--- config.mk ---
export PLATFORM = sky130hd
export DESIGN_NAME = overwriting_ring_buffer_unit_flat
export DESIGN_NICKNAME = d
export VERILOG_FILES = /design/src/design/orb_pkg.sv /design/src/design/orb_ifs.sv /design/src/design/overwriting_ring_buffer_unit.sv /design/src/design/orb_ram.sv /design/src/flat_wrapper.sv
export SDC_FILE = /design/constraint.sdc
export NUM_CORES = 1
export LEC_CHECK = 0
export BUFFER_PORTS_ARGS = -buffer_cell sky130_fd_sc_hd__buf_2
export CORE_AREA = 2 2 279 281
export CTS_CLUSTER_SIZE = 24
export DETAILED_ROUTE_END_ITERATION = 6
export DIE_AREA = 0 0 281 283
export GPL_TIMING_DRIVEN = 0
export SLEW_MARGIN = 20
export SYNTH_ARGS = -nofsm -noshare
export SYNTH_HDL_FRONTEND = slang
export SYNTH_SLANG_ARGS = --single-unit
export TNS_END_PERCENT = 20
--- constraint.sdc ---
create_clock -name clk_i -period 6.1 [get_ports clk_i]
set_input_delay 0 -clock clk_i [delete_from_list [all_inputs] [get_ports clk_i]]
set_output_delay 0 -clock clk_i [all_outputs]
set_load 0.02 [all_outputs]
--- src/design/orb_pkg.sv ---
// ----------------------------------------------------------------------------
// orb_pkg
// Shared types and constants of the overwriting ring buffer unit.
// ----------------------------------------------------------------------------
`default_nettype none

package orb_pkg;

  // Default storage geometry
  localparam int unsigned DEPTH_DEF      = 16;
  localparam int unsigned DATA_WIDTH_DEF = 32;

  // Fixed payload field widths
  localparam int unsigned FUNC_W  = 2;
  localparam int unsigned WORD_W  = 32;
  localparam int unsigned CAP_W   = 5;
  localparam int unsigned COUNT_W = 5;

  // Operation codes
  typedef enum logic [FUNC_W-1:0] {
    FUNC_PUSH = 2'd0,
    FUNC_POP  = 2'd1,
    FUNC_PEEK = 2'd2
  } func_e;

endpackage

`default_nettype wire

--- src/design/orb_ifs.sv ---
// ----------------------------------------------------------------------------
// orb_ifs
// Valid/ready channels of the ring buffer: request, response, capacity write.
// ----------------------------------------------------------------------------
`default_nettype none

interface orb_req_if import orb_pkg::*; ();
  logic              valid;
  logic              ready;
  logic [FUNC_W-1:0] func;
  logic [WORD_W-1:0] push_data;

  modport source (output valid, output func, output push_data, input ready);
  modport sink   (input valid, input func, input push_data, output ready);
endinterface

interface orb_rsp_if import orb_pkg::*; ();
  logic               valid;
  logic               ready;
  logic               ok;
  logic               dropped;
  logic [WORD_W-1:0]  out_data;
  logic [COUNT_W-1:0] count;
  logic               is_empty;
  logic               is_full;

  modport source (output valid, output ok, output dropped, output out_data,
                  output count, output is_empty, output is_full, input ready);
  modport sink   (input valid, input ok, input dropped, input out_data,
                  input count, input is_empty, input is_full, output ready);
endinterface

interface orb_cfg_if import orb_pkg::*; ();
  logic             valid;
  logic             ready;
  logic [CAP_W-1:0] data;

  modport source (output valid, output data, input ready);
  modport sink   (input valid, input data, output ready);
endinterface

`default_nettype wire

--- src/design/overwriting_ring_buffer_unit.sv ---
// ----------------------------------------------------------------------------
// overwriting_ring_buffer_unit
// Ring FIFO with programmable capacity; a push into a full buffer overwrites
// the oldest item. Pop removes the oldest item, peek only reads it.
// ----------------------------------------------------------------------------
//
//   channel  dir  handshake      payload
//   in_i     in   valid/ready    func, push_data
//   out_o    out  valid/ready    ok, dropped, out_data, count, is_empty, is_full
//   cfg_i    in   valid/ready    data (capacity), always ready
//
// One item per cycle while out_o is not stalled; each response appears in the
// cycle after its item is taken, its data from the registered RAM read port.
// Pointers and the full flag update at accept; the RAM read returns the data.
// A stalled response holds the pipeline: in_i.ready drops until out_o is taken.
// Reset empties the buffer and sets capacity to DEPTH; no clearing pass.
// A capacity write empties the buffer as well.
// ----------------------------------------------------------------------------
`default_nettype none

module overwriting_ring_buffer_unit
  import orb_pkg::*;
#(
  parameter int unsigned DEPTH      = DEPTH_DEF,
  parameter int unsigned DATA_WIDTH = DATA_WIDTH_DEF
) (
  input  wire logic  clk_i,
  input  wire logic  rst_ni,
  orb_req_if.sink    in_i,
  orb_rsp_if.source  out_o,
  orb_cfg_if.sink    cfg_i
);

  localparam int unsigned IdxW = (DEPTH > 1) ? $clog2(DEPTH) : 1;
  localparam int unsigned CapW = $clog2(DEPTH + 1);
  localparam int unsigned MemW = (DATA_WIDTH < WORD_W) ? DATA_WIDTH : WORD_W;

  // Pointer state
  logic [CapW-1:0] cap_q, cap_d;
  logic [IdxW-1:0] head_q, head_d;
  logic [IdxW-1:0] tail_q, tail_d;
  logic            full_q, full_d;

  // Response stage
  logic               rsp_valid_q;
  logic               ok_q, ok_d;
  logic               dropped_q, dropped_d;
  logic               rd_q, rd_d;
  logic [COUNT_W-1:0] count_q, count_d;
  logic               empty_q, empty_d;
  logic               isfull_q, isfull_d;

  logic            accept;
  logic            we, re;
  logic [MemW-1:0] rdata;
  logic [IdxW-1:0] head_inc, tail_inc;
  logic [CapW-1:0] held;
  logic [31:0]     cfg_ext;
  logic [CapW-1:0] cfg_cap;

  assign accept      = in_i.valid && in_i.ready;
  assign in_i.ready  = !rsp_valid_q || out_o.ready;
  assign cfg_i.ready = 1'b1;

  // Clamp the written capacity into 1..DEPTH
  assign cfg_ext = 32'(cfg_i.data);
  always_comb begin
    if (cfg_ext == 32'd0) begin
      cfg_cap = CapW'(1);
    end else if (cfg_ext > DEPTH) begin
      cfg_cap = CapW'(DEPTH);
    end else begin
      cfg_cap = CapW'(cfg_ext);
    end
  end

  // Wrap pointers at the active capacity
  assign head_inc = (CapW'(head_q) + CapW'(1) == cap_q) ? '0 : IdxW'(head_q + 1'b1);
  assign tail_inc = (CapW'(tail_q) + CapW'(1) == cap_q) ? '0 : IdxW'(tail_q + 1'b1);

  // Apply the operation and build the response
  always_comb begin
    cap_d     = cap_q;
    head_d    = head_q;
    tail_d    = tail_q;
    full_d    = full_q;
    ok_d      = 1'b0;
    dropped_d = 1'b0;
    rd_d      = 1'b0;
    we        = 1'b0;
    re        = 1'b0;
    if (cfg_i.valid) begin
      cap_d  = cfg_cap;
      head_d = '0;
      tail_d = '0;
      full_d = 1'b0;
    end else if (accept) begin
      case (func_e'(in_i.func))
        FUNC_PUSH: begin
          we     = 1'b1;
          ok_d   = 1'b1;
          tail_d = tail_inc;
          if (full_q) begin
            head_d    = head_inc;
            dropped_d = 1'b1;
          end else begin
            full_d = (head_q == tail_inc);
          end
        end
        FUNC_POP, FUNC_PEEK: begin
          if (full_q || head_q != tail_q) begin
            re   = 1'b1;
            rd_d = 1'b1;
            ok_d = 1'b1;
            if (func_e'(in_i.func) == FUNC_POP) begin
              head_d = head_inc;
              full_d = 1'b0;
            end
          end
        end
        default: begin
        end
      endcase
    end
  end

  // Occupancy after the operation
  always_comb begin
    if (full_d) begin
      held = cap_q;
    end else if (tail_d >= head_d) begin
      held = CapW'(tail_d) - CapW'(head_d);
    end else begin
      held = CapW'(tail_d) + cap_q - CapW'(head_d);
    end
    count_d  = COUNT_W'(held);
    empty_d  = !full_d && (head_d == tail_d);
    isfull_d = (held == cap_q);
  end

  // Pointer registers
  always_ff @(posedge clk_i or negedge rst_ni) begin
    if (!rst_ni) begin
      cap_q  <= CapW'(DEPTH);
      head_q <= '0;
      tail_q <= '0;
      full_q <= 1'b0;
    end else begin
      cap_q  <= cap_d;
      head_q <= head_d;
      tail_q <= tail_d;
      full_q <= full_d;
    end
  end

  // Response valid: set on accept, drop when taken
  always_ff @(posedge clk_i or negedge rst_ni) begin
    if (!rst_ni) begin
      rsp_valid_q <= 1'b0;
    end else if (accept) begin
      rsp_valid_q <= 1'b1;
    end else if (out_o.ready) begin
      rsp_valid_q <= 1'b0;
    end
  end

  // Response payload
  always_ff @(posedge clk_i) begin
    if (accept) begin
      ok_q      <= ok_d;
      dropped_q <= dropped_d;
      rd_q      <= rd_d;
      count_q   <= count_d;
      empty_q   <= empty_d;
      isfull_q  <= isfull_d;
    end
  end

  // Slot storage
  orb_ram #(
    .Width (MemW),
    .Depth (DEPTH)
  ) u_slots (
    .clk_i   (clk_i),
    .we_i    (we),
    .waddr_i (tail_q),
    .wdata_i (in_i.push_data[MemW-1:0]),
    .re_i    (re),
    .raddr_i (head_q),
    .rdata_o (rdata)
  );

  assign out_o.valid    = rsp_valid_q;
  assign out_o.ok       = ok_q;
  assign out_o.dropped  = dropped_q;
  assign out_o.out_data = rd_q ? WORD_W'(rdata) : '0;
  assign out_o.count    = count_q;
  assign out_o.is_empty = empty_q;
  assign out_o.is_full  = isfull_q;

endmodule

`default_nettype wire

--- src/design/orb_ram.sv ---
// ----------------------------------------------------------------------------
// orb_ram
// Simple dual-port RAM: one write port, one read port with registered data.
// ----------------------------------------------------------------------------
`default_nettype none

module orb_ram #(
  parameter int unsigned Width = 32,
  parameter int unsigned Depth = 16,
  localparam int unsigned AddrW = (Depth > 1) ? $clog2(Depth) : 1
) (
  input  wire logic             clk_i,
  input  wire logic             we_i,
  input  wire logic [AddrW-1:0] waddr_i,
  input  wire logic [Width-1:0] wdata_i,
  input  wire logic             re_i,
  input  wire logic [AddrW-1:0] raddr_i,
  output logic      [Width-1:0] rdata_o
);

  logic [Width-1:0] mem_q [Depth];
  logic [Width-1:0] rdata_q;

  // Write port
  always_ff @(posedge clk_i) begin
    if (we_i) begin
      mem_q[waddr_i] <= wdata_i;
    end
  end

  // Read port, data held until the next read
  always_ff @(posedge clk_i) begin
    if (re_i) begin
      rdata_q <= mem_q[raddr_i];
    end
  end

  assign rdata_o = rdata_q;

endmodule

`default_nettype wire

--- src/flat_wrapper.sv ---
// flat-port wrapper written by rule: the top's interface ports become plain ports
module overwriting_ring_buffer_unit_flat import orb_pkg::*;
#(
  parameter int unsigned DEPTH      = DEPTH_DEF,
  parameter int unsigned DATA_WIDTH = DATA_WIDTH_DEF
)
  (clk_i, rst_ni, in_i_valid, in_i_func, in_i_push_data, in_i_ready, out_o_valid, out_o_ok, out_o_dropped, out_o_out_data, out_o_count, out_o_is_empty, out_o_is_full, out_o_ready, cfg_i_valid, cfg_i_data, cfg_i_ready);
  orb_req_if in_i_i ();
  orb_rsp_if out_o_i ();
  orb_cfg_if cfg_i_i ();
  input  wire logic clk_i;
  input  wire logic rst_ni;
  input wire logic [$bits(in_i_i.valid)-1:0] in_i_valid;
  input wire logic [$bits(in_i_i.func)-1:0] in_i_func;
  input wire logic [$bits(in_i_i.push_data)-1:0] in_i_push_data;
  output wire logic [$bits(in_i_i.ready)-1:0] in_i_ready;
  output wire logic [$bits(out_o_i.valid)-1:0] out_o_valid;
  output wire logic [$bits(out_o_i.ok)-1:0] out_o_ok;
  output wire logic [$bits(out_o_i.dropped)-1:0] out_o_dropped;
  output wire logic [$bits(out_o_i.out_data)-1:0] out_o_out_data;
  output wire logic [$bits(out_o_i.count)-1:0] out_o_count;
  output wire logic [$bits(out_o_i.is_empty)-1:0] out_o_is_empty;
  output wire logic [$bits(out_o_i.is_full)-1:0] out_o_is_full;
  input wire logic [$bits(out_o_i.ready)-1:0] out_o_ready;
  input wire logic [$bits(cfg_i_i.valid)-1:0] cfg_i_valid;
  input wire logic [$bits(cfg_i_i.data)-1:0] cfg_i_data;
  output wire logic [$bits(cfg_i_i.ready)-1:0] cfg_i_ready;
  assign in_i_i.valid = in_i_valid;
  assign in_i_i.func = in_i_func;
  assign in_i_i.push_data = in_i_push_data;
  assign in_i_ready = in_i_i.ready;
  assign out_o_valid = out_o_i.valid;
  assign out_o_ok = out_o_i.ok;
  assign out_o_dropped = out_o_i.dropped;
  assign out_o_out_data = out_o_i.out_data;
  assign out_o_count = out_o_i.count;
  assign out_o_is_empty = out_o_i.is_empty;
  assign out_o_is_full = out_o_i.is_full;
  assign out_o_i.ready = out_o_ready;
  assign cfg_i_i.valid = cfg_i_valid;
  assign cfg_i_i.data = cfg_i_data;
  assign cfg_i_ready = cfg_i_i.ready;
  overwriting_ring_buffer_unit #(.DEPTH(DEPTH), .DATA_WIDTH(DATA_WIDTH)) u_core (.clk_i(clk_i), .rst_ni(rst_ni), .in_i(in_i_i), .out_o(out_o_i), .cfg_i(cfg_i_i));
endmodule
After elaboration in Yosys (flattened, before gate mapping)
Memory sizes are Yosys's and may differ from the RTL's. A register that Yosys moved wholly into a read port is not among the register bits.
Index checks and enable logic that the tools add are counted.
{"block": "totals", "regBits": 25, "ramBits": 512, "inputBits": 44, "memories": 1}
{"memory": "u_core.u_slots.mem_q", "words": 16, "word_bits": 32, "read_ports": 1, "rd_clocked_by_memory_dff": 1, "write_ports": 1, "line_no": "orb_ram.sv:21", "source": "logic [Width-1:0] mem_q [Depth];"}
{"block": "classes", "addsub": 7, "order_cmp": 2, "n_eq_ne": 8, "mux": 35, "bitwise_logic": 1, "reduce_logical": 11}
{"cell": "two-way mux 4 bit", "count": 10}
{"cell": "logical NOT 32 bit", "count": 1}
{"cell": "two-way mux 32 bit", "count": 1}
{"cell": "two-way mux 5 bit", "count": 4}
{"cell": "two-way mux 1 bit", "count": 17}
{"cell": "== test 5 bit", "count": 3}
{"cell": "adder 4 x 1 -> 5 bit (second input constant)", "count": 2}
{"cell": "adder 4 x 1 -> 4 bit (second input constant)", "count": 2}
{"cell": "== test 4 bit", "count": 2}
{"cell": "one-hot mux 4 bit (2 select lines)", "count": 1}
{"cell": "adder 4 x 5 -> 5 bit", "count": 1}
{"cell": "> comparator 5 bit (second input constant)", "count": 1}
{"cell": "subtractor 4 x 4 -> 5 bit", "count": 1}
{"cell": "subtractor 5 x 4 -> 5 bit", "count": 1}
{"cell": "greater-or-equal comparator 4 bit", "count": 1}
{"cell": "inequality test 4 bit", "count": 1}
{"cell": "one-hot mux 1 bit (2 select lines)", "count": 2}
{"cell": "OR reduction 2 bit", "count": 2}
{"cell": "== test 2 x 1 -> 1 bit (second input constant)", "count": 1}
{"cell": "== test 2 bit (second input constant)", "count": 1}
{"cell": "logical AND 1 bit", "count": 2}
{"cell": "logical NOT 1 bit", "count": 2}
{"cell": "logical NOT 2 bit", "count": 1}
{"cell": "logical OR 1 bit", "count": 2}
{"cell": "2 further kinds", "count": 2}

Depth between registers and ports, before layout
Gate-level depths: netlist (run 1).
{"block": "logic_depth", "ltp_word": 12, "mapped_depth": 17}

Modules after synthesis
From an unflattened synthesis (run 1), not the netlist that was laid out.
{"block": "unflattened", "hier_cells": 1144, "hier_area_um2": 22769.3}
{"mod": "orb_ram", "n_inst": 1, "cells_each": 838, "area_per_inst_um2": 20155.6, "seq_area_each_um2": 16335.7}
{"mod": "overwriting_ring_buffer_unit", "n_inst": 1, "cells_each": 306, "area_per_inst_um2": 2613.8, "seq_area_each_um2": 676.9}

Least setup slack after synthesis (run 1)
Ideal clock, no wire load.
{"block": "synth_path", "path_type": "register -> register", "start": "register u_core.tail_q[0]", "end": "register u_core.isfull_q, in the netlist u_core.out_o.is_full (data pin)", "setup_ns": 0.169, "arrival_ns": 4.091, "required_time_ns": 5.931, "slack_ns": 1.840, "stages_incl_launch_ff": 17, "n_path_buf": 0, "synth_period_minus_slack_ns": 4.260, "cell_sequence": "dfrtp_1 > inv_1 > ha_1 > xor2_1 > a211oi_4 > and3_1 > or4b_1 > a21o_1 > fa_1 > inv_1 > ha_1 > a21oi_1 > a21oi_1 > a2111oi_0 > a211oi_1 > xor2_1 > o31ai_1"}
{"block": "synth_via", "elab_chain_len": 11, "word_cells_on_any_way": 26}
{"item": "start, declared", "line_no": "overwriting_ring_buffer_unit.sv:41", "source": "logic [IdxW-1:0] tail_q, tail_d;"}
{"item": "start signal, assigned", "line_no": "overwriting_ring_buffer_unit.sv:151", "source": "tail_q <= tail_d;"}
{"item": "adder 4 x 1 -> 5 bit", "line_no": "overwriting_ring_buffer_unit.sv:79", "source": "assign tail_inc = (CapW'(tail_q) + CapW'(1) == cap_q) ? '0 : IdxW'(tail_q + 1'b1);"}
{"item": "== test 5 bit", "line_no": "overwriting_ring_buffer_unit.sv:79"}
{"item": "two-way mux 4 bit", "line_no": "overwriting_ring_buffer_unit.sv:79"}
{"item": "two-way mux 4 bit", "line_no": "overwriting_ring_buffer_unit.sv:98", "source": "case (func_e'(in_i.func))"}
{"item": "two-way mux 4 bit", "line_no": "overwriting_ring_buffer_unit.sv:97", "source": "end else if (accept) begin"}
{"item": "two-way mux 4 bit", "line_no": "overwriting_ring_buffer_unit.sv:92", "source": "if (cfg_i.valid) begin"}
{"item": "adder 4 x 5 -> 5 bit", "line_no": "overwriting_ring_buffer_unit.sv:134", "source": "held = CapW'(tail_d) + cap_q - CapW'(head_d);"}
{"item": "subtractor 5 x 4 -> 5 bit", "line_no": "overwriting_ring_buffer_unit.sv:134"}
{"item": "two-way mux 5 bit", "line_no": "overwriting_ring_buffer_unit.sv:131", "source": "end else if (tail_d >= head_d) begin"}
{"item": "two-way mux 5 bit *", "line_no": "overwriting_ring_buffer_unit.sv:129", "source": "if (full_d) begin"}
{"item": "== test 5 bit *", "line_no": "overwriting_ring_buffer_unit.sv:138", "source": "isfull_d = (held == cap_q);"}
{"item": "via u_core.isfull_d", "line_no": "overwriting_ring_buffer_unit.sv:51", "source": "logic isfull_q, isfull_d;"}
{"item": "end signal, assigned", "line_no": "overwriting_ring_buffer_unit.sv:175", "source": "isfull_q <= isfull_d;"}
{"item": "end, declared", "line_no": "overwriting_ring_buffer_unit.sv:51"}
Mark *: on every way through the listed nets, which the timed path passes. The rest lies on a longest branch.
A chain may end at the register's enable or synchronous reset.

Worst setup path after layout (run 1)
Same ends and word-level chain as after synthesis.

==> metrics, run 1 <==
result of the run complete, no violations; CTS buffer count 56; number of standard cells after synthesis 1,066; final critical-path required period 4.77 ns; worst path cell trace inv_1 -> ha_1 -> xor2_1 -> a211oi_4 -> and3_1 -> or4b_1 -> a21o_1 -> fa_1 -> inv_1 -> ha_1 -> a21oi_1 -> a21oi_1 -> a2111oi_0 -> a211oi_1 -> xor2_1 -> o31ai_1; Avg Cell Area, Syn 21.3 µm²; post-detailed-route DRC marker count 0; final HPWL from detailed placement 36,700 µm; Top delay family on crit path compound AO/OA/AOI/OAI gates; reg2reg end u_core.out_o.is_full; final global-route overflow total 0; Synth warnings 0; Hold/Removal Path Class input pin to flop; final worst path period share 78.2%; fraction of power spent switching nets 21.5%; global placement routability congestion 0.824; pin count of the biggest net entering global routing 18; sequential share of the synthesized area 74.8%; y dimension of the die 283 µm; Mapped Nets 1,132; IO Port Bufs 86; clock sinks 569; setup slack of the most critical reg-to-reg path 1.33 ns; placed instance area 0.0254 mm²; Core Box Area 0.0767 mm²; number of setup buffers added after CTS 0; maximum level of the CTS H-tree 2; pwr/cell area 289 mW/mm²; Initial DRC Count 1,277; data arrival time of the critical path 5.20 ns; global-route usage over all layers 13.8%; register bit count reported by yosys 569; Sequential Power Share 53.9%; fmax 210 MHz; category of the worst setup path capture point flop; logic depth of the worst register-to-register path 16; synthesis-to-layout area growth 21.8%; Max stage delay on crit path 0.54 ns; Final Routed Wirelength 54,600 µm; combined buffer and inverter count along the critical path 2; critical register-to-register path startpoint u_core.tail_q[0]; # Max-Cap Violations 0; Post-Synthesis Cell Area 0.0227 mm²; transition time of the tightest slew-check pin 1.00 ns; worst path required time 6.53 ns; Antenna diodes 0; CTS Root Buffer Type sky130_fd_sc_hd__clkbuf_16; fraction of power consumed by the clock network 41.0%; area of the die 0.0795 mm²; number of stages on the worst setup path 16; number of enable-type register cells in the synthesized netlist 554; IR drop worst, VDD 0.199 mV; initial antenna violation count 4; TritonCTS clock tree built; Design Area, Final 0.0277 mm²; wire length per cell 22.8 µm; top-level port count 88; leakage 8.82 nW; number of cells traversed by the worst hold path 5; Comb pwr share 5.1%; fin nets 1,372; first-pass iteration count of the detailed router 5; Vias 11,500; RSZ-0062 raised after global routing no; final worst clock skew 0.0253 ns; Total Negative Setup Slacks 0 ns; Setup Viol. Count Final 0; via count of the first global-routing pass 12,100; fraction of final layout cells sized beyond drive strength 1 31.3%; internal power 6.29 mW; number of placement rows 102; clk buf depth 3; Async SR Flop Fraction 2.64%; Via density 4.82; clock transition time at the flip-flop clock pins of the worst setup and hold paths 0.06 ns; Min-Delay Endpoint u_core.full_q; post-route ant nets 0; wire length of the first global-routing pass 80,600 µm; reported net switching power 1.72 mW; type of element launching the critical path flop; launch instance of the worst min-delay path cfg_i_valid; worst max-slew margin expressed relative to the limit 33.1%; Slowest cell on crit path sky130_fd_sc_hd__dfrtp_1; final count of pins violating max slew 0; latest clock arrival within the worst-skew pair 0.63 ns; synth unique cells 63; number of hold violations in the final report 0; flip-flop cell with the highest count after synthesis sky130_fd_sc_hd__edfxtp_1; worst setup path class flop to flop; critical-path maximum fanout 9; initial core utilization 29.7%; die width 281 µm
-- Yosys cell counts, types with 12 or more instances --
master,count,area (µm²)
sky130_fd_sc_hd__o21ai_0,17,85.1
sky130_fd_sc_hd__dfrtp_1,14,350
sky130_fd_sc_hd__nand2_1,22,82.6
sky130_fd_sc_hd__nor3_1,12,60.1
sky130_fd_sc_hd__buf_2,14,70.1
sky130_fd_sc_hd__nor2_1,28,105
sky130_fd_sc_hd__mux4_2,160,3600
sky130_fd_sc_hd__xnor2_1,13,114
sky130_fd_sc_hd__ha_1,17,213
sky130_fd_sc_hd__a21oi_1,18,90.1
sky130_fd_sc_hd__clkbuf_1,28,105
sky130_fd_sc_hd__inv_1,22,82.6
sky130_fd_sc_hd__and2_1,33,206
sky130_fd_sc_hd__edfxtp_1,554,16600
-- registers in the layout, summed over array words and instances, names as in the netlist --
| register | flops |
|---|---|
| u_core.head_q | 4 |
| u_core.u_slots.rdata_o | 32 |
| u_core.out_o.dropped | 1 |
| u_core.rd_q | 1 |
| u_core.cap_q | 5 |
| u_core.u_slots.mem_q | 512 |
| u_core.out_o.is_empty | 1 |
| u_core.out_o.count | 5 |
| u_core.out_o.ok | 1 |
| u_core.out_o.is_full | 1 |
| u_core.out_o.valid | 1 |
| u_core.full_q | 1 |
| u_core.tail_q | 4 |
-- cell families after synthesis --
| group | count (synthesis) | share of synthesized area [%] |
|---|---|---|
| other cells | 1 | 0.0165 |
| simple gates | 141 | 3.28 |
| compound gates | 78 | 2.40 |
| xor+xnor | 21 | 0.842 |
| buf+inv | 71 | 1.27 |
| mux | 163 | 16.0 |
| fa+ha+maj | 22 | 1.38 |
| flops | 569 | 74.8 |
-- worst max-delay path by stage --
stage / start / end / slack, ns
6_report: u_core.tail_q[0] / u_core.out_o.is_full / 1.33
5_1_grt: u_core.tail_q[0] / u_core.out_o.is_full / 0.94
4_1_cts: u_core.tail_q[0] / u_core.out_o.is_full / 1.34
3_5_place_dp: u_core.tail_q[0] / u_core.out_o.is_full / 1.37
3_3_place_gp: in_i_func[1] / u_core.u_slots.mem_q[0][19] / -0.90
2_1_floorplan: u_core.tail_q[0] / u_core.out_o.is_full / 1.84
-- metrics by stage --
| step | setup WS (ns) | total power [mW] | std cells | hold WS, ns | util, % |
|---|---|---|---|---|---|
| finish | 1.33 | 8.01 | 2392 | 0.0207 | 36.1 |
| global route | 0.944 | 8.28 | 2392 | 0.0725 | 36.1 |
| CTS | 1.34 | 8.09 | 2392 | 0.00173 | 36.1 |
| detailed placement | 1.37 | 4.78 | 2237 | -0.0578 | 33.2 |
| global placement | -0.903 | 4.77 | 2192 | -0.0616 | 31.9 |
| floorplan | 1.84 | 4.63 | 1066 | -0.296 | - |
-- power groups by stage --
| stage | sequential (mW) | combinational, mW | clock [mW] |
|---|---|---|---|
| finish | 4.32 | 0.406 | 3.29 |
| global route | 4.32 | 0.446 | 3.52 |
| CTS | 4.32 | 0.412 | 3.37 |
| detailed placement | 4.40 | 0.381 | 0 |
| global placement | 4.40 | 0.366 | 0 |
| floorplan | 4.40 | 0.231 | 0 |
-- per-layer routing --
layer	wire length (µm)	track usage, %	share of wire [%]
met2	27100	22.6	50
met4	940	3.52	1.7
met5	37	0	0.068
met3	2750	2.48	5.0
met1	23800	18.9	44
-- placed cells by master, fill, tap and decap left out, drive strengths merged, types with 17 or more instances in the layout --
master / Yosys / final
mux4: 160 / 160
nor2: 28 / 28
and2: 33 / 33
edfxtp: 554 / 554
ha: 17 / 17
clkinv: 2 / 31
a21oi: 18 / 18
dlygate4sd3: 0 / 51
nand2: 22 / 22
inv: 22 / 23
clkbuf: 28 / 97
o21ai: 17 / 17
buf: 19 / 148
-- worst min-delay path, stage by stage --
cell and delay (ns):
sky130_fd_sc_hd__buf_2 0.15, sky130_fd_sc_hd__nor2_1 0.07, sky130_fd_sc_hd__o21ai_0 0.10, sky130_fd_sc_hd__o31a_4 0.21
sky130_fd_sc_hd__inv_1 0.05
-- layout make-up --
type / instances / area, µm²
fillers: 7017 / 49000
flip-flops and latches: 569 / 17000
multi-input cells: 426 / 5560
repair buffers: 182 / 1780
clock buffers: 67 / 1460
well taps: 1040 / 1300
clock inverters: 37 / 288
plain buffers: 47 / 206
inverters: 24 / 90.1
-- timing repair --
action	in CTS	in global routing
resized for setup	0	0
hold buffers	51	0
endpoints found under the hold margin	534	0
Power figures use the tool's default switching activity.
==> run 2, diff against run 1 <==
- clock period: 6.1 -> 4.6 ns (I/O delays scaled with it)
==> run 2 against run 1 <==
Against the previous run: clock skew up 0.00053 ns; largest cell class unchanged; via count up 0.15%; clock power rose by 33%; die area unchanged; critical endpoint unchanged; power grew 33%; first-iteration DRC count about the same; sequential power is 32% higher; worst hold slack got worse by 0.0080 ns.
==> metrics, run 2 (synthesis results as in run 1) <==
result of the run complete, no violations; wire length per cell 22.8 µm (-0.27%); clock transition time at the flip-flop clock pins of the worst setup and hold paths 0.06 ns (about the same); Final Routed Wirelength 54,600 µm (about the same); worst path required time 4.95 ns (-1.58 ns); maximum level of the CTS H-tree 2 (unchanged); first-pass iteration count of the detailed router 5 (unchanged); reg2reg end u_core.out_o.is_full; combined buffer and inverter count along the critical path 2 (unchanged); final worst clock skew 0.0258 ns (+0.000531 ns); worst max-slew margin expressed relative to the limit 33.6% (+0.54 points); Min-Delay Endpoint u_core.full_q; number of cells traversed by the worst hold path 5 (unchanged); worst setup path class flop to flop; worst path cell trace buf_4 -> ha_1 -> xnor2_1 -> xnor2_1 -> and3_4 -> a2bb2oi_1 -> or2_2 -> fa_1 -> inv_1 -> fa_1 -> a21o_1 -> a21oi_1 -> xnor2_1 -> a211o_1 -> nand4_1 -> o31ai_1; data arrival time of the critical path 4.71 ns (-0.49 ns); final HPWL from detailed placement 36,700 µm (unchanged); fin nets 1,379 (+0.51%); global-route usage over all layers 13.8% (+0.022 points); post-detailed-route DRC marker count 0 (unchanged); pin count of the biggest net entering global routing 18 (unchanged); initial core utilization 29.7% (unchanged); RSZ-0062 raised after global routing no; Layout Cells excl Fill 2,399 (+0.29%); die width 281 µm (unchanged); latest clock arrival within the worst-skew pair 0.63 ns (about the same); via count of the first global-routing pass 12,100 (+0.22%); clock sinks 569 (unchanged); final global-route overflow total 0 (unchanged); met2 demand-to-capacity share in global routing 22.6% (+0.056 points); wire length of the first global-routing pass 80,700 µm (+0.20%); Max stage delay on crit path 0.53 ns (about the same); type of element launching the critical path flop; global routing usage on met1 18.9% (about the same); Initial DRC Count 1,276 (-0.078%); Total Negative Setup Slacks 0 ns (unchanged); fraction of final layout cells sized beyond drive strength 1 32.5% (+1.2 points); category of the worst setup path capture point flop; Top delay family on crit path adder cells; y dimension of the die 283 µm (unchanged); synthesis-to-layout area growth 22.4%; met3 Track Usage GR 2.48% (unchanged); final count of pins violating max slew 0 (unchanged); final critical-path required period 4.36 ns (-0.409 ns); leakage 8.87 nW (+0.54%); Setup Viol. Count Final 0 (unchanged); clk buf depth 3 (unchanged); cell type with the highest occurrence count on the critical path sky130_fd_sc_hd__xnor2_1; number of hold violations in the final report 0 (unchanged); Hold/Removal Path Class input pin to flop; pwr/cell area 382 mW/mm² (+32%); final worst path period share 94.8% (+17 points); TritonCTS clock tree built; setup slack of the most critical reg-to-reg path 0.24 ns (-1.09 ns); fmax 229 MHz (+9.4%); CTS buffer count 56 (unchanged); IO Port Bufs 86 (unchanged); most heavily used metal layer in global routing met2; most frequent cells in the layout 554 x sky130_fd_sc_hd__edfxtp_1, 160 x sky130_fd_sc_hd__mux4_2, 100 x sky130_fd_sc_hd__buf_2, 57 x sky130_fd_sc_hd__clkbuf_16, 51 x sky130_fd_sc_hd__dlygate4sd3_1; # Max-Cap Violations 0 (unchanged); transition time of the tightest slew-check pin 0.996 ns (-0.00806 ns); launch instance of the worst min-delay path cfg_i_valid; number of placement rows 102 (unchanged); global placement routability congestion 0.824 (unchanged); post-route ant nets 0 (unchanged); Slowest cell on crit path sky130_fd_sc_hd__fa_1; critical register-to-register path startpoint u_core.tail_q[0]; Core Box Area 0.0767 mm² (unchanged); initial antenna violation count 4 (unchanged); most common cell after layout, fill and taps aside sky130_fd_sc_hd__edfxtp_1; fill cell instance count of the final layout 7,009 (-0.11%); critical-path maximum fanout 6 (-3); number of instances in the placed design 2,237 (unchanged); top-level port count 88 (unchanged); area of the die 0.0795 mm² (unchanged); IR drop worst, VDD 0.263 mV (+32%); storage element area 0.0170 mm² (about the same); register containing the most flip-flops in the final layout u_core.u_slots.mem_q; CTS Root Buffer Type sky130_fd_sc_hd__clkbuf_16; Antenna diodes 0 (unchanged); area taken by multi-input logic gates 0.00563 mm² (+1.2%); number of stages on the worst setup path 16 (unchanged); Vias 11,600 (+0.15%); logic depth of the worst register-to-register path 16 (unchanged); flip-flop count of the largest register, all copies and words added 512 (unchanged); Via density 4.82 (-0.14%)
==> run 2: cell count changes in the layout (fill, tap and decap cells not counted), sizes merged <==
cell | before | now
buf | 148 | 155
==> run 2: worst min-delay path: stages <==
cell	delay (ns)
sky130_fd_sc_hd__buf_2	0.15
sky130_fd_sc_hd__nor2_1	0.07
sky130_fd_sc_hd__o21ai_0	0.10
sky130_fd_sc_hd__o31a_4	0.21
sky130_fd_sc_hd__inv_1	0.05
==> run 2: repair_timing <==
item,in CTS,in global routing
endpoints found under the hold margin,534,0
buffers inserted,0,7
resized for setup,6,13
setup endpoints to repair,2,3
hold buffers,51,0
pin swaps,0,3
==> run 2: worst max-delay path by stage <==
stage / from / slack, ns / to
2_1_floorplan: u_core.tail_q[0] / 0.34 / u_core.out_o.is_full
4_1_cts: u_core.tail_q[0] / 0.005 / u_core.out_o.is_full
3_5_place_dp: u_core.tail_q[0] / -0.13 / u_core.out_o.is_full
5_1_grt: u_core.head_q[1] / 0.02 / u_core.out_o.is_full
3_3_place_gp: in_i_func[1] / -2.40 / u_core.u_slots.mem_q[0][19]
6_report: u_core.tail_q[0] / 0.24 / u_core.out_o.is_full
==> run 2: cell type report <==
type	instances	share of cell area, %
plain buffers	47	0.760
clock buffers	67	5.26
clock inverters	37	1.03
inverters	24	0.324
multi-input cells	426	20.2
flip-flops and latches	569	61.1
well taps	1040	4.68
repair buffers	189	6.59
==> run 2: stage by stage <==
| step | hold slack [ns] | utilization (%) | setup slack [ns] | cell area [µm²] | total power, mW |
|---|---|---|---|---|---|
| after detailed placement | -0.0578 | 33.2 | -0.125 | 25400 | 6.34 |
| after global routing | 0.0725 | 36.3 | 0.0162 | 27800 | 11.0 |
| after CTS | 0.00173 | 36.1 | 0.00459 | 27700 | 10.7 |
| final | 0.0127 | 36.3 | 0.241 | 27800 | 10.6 |
| after floorplan | -0.296 | - | 0.340 | 22700 | 6.15 |
| after global placement | -0.0616 | 31.9 | -2.40 | 24500 | 6.32 |
==> run 2: routing by layer <==
metal | vias up | share of wire [%]
met5 | - | 0.068
met2 | 369 | 50
met4 | 6 | 1.8
met3 | 77 | 5.5
li1 | 4929 | -
met1 | 6175 | 43
==> run 2: power by group <==
| group | internal, mW | total, mW | leakage, nW | switching (mW) |
|---|---|---|---|---|
| Clock | 2.39 | 4.36 | 0.840 | 1.96 |
| Combinational | 0.247 | 0.554 | 2.84 | 0.306 |
| Sequential | 5.71 | 5.72 | 5.18 | 0.0161 |
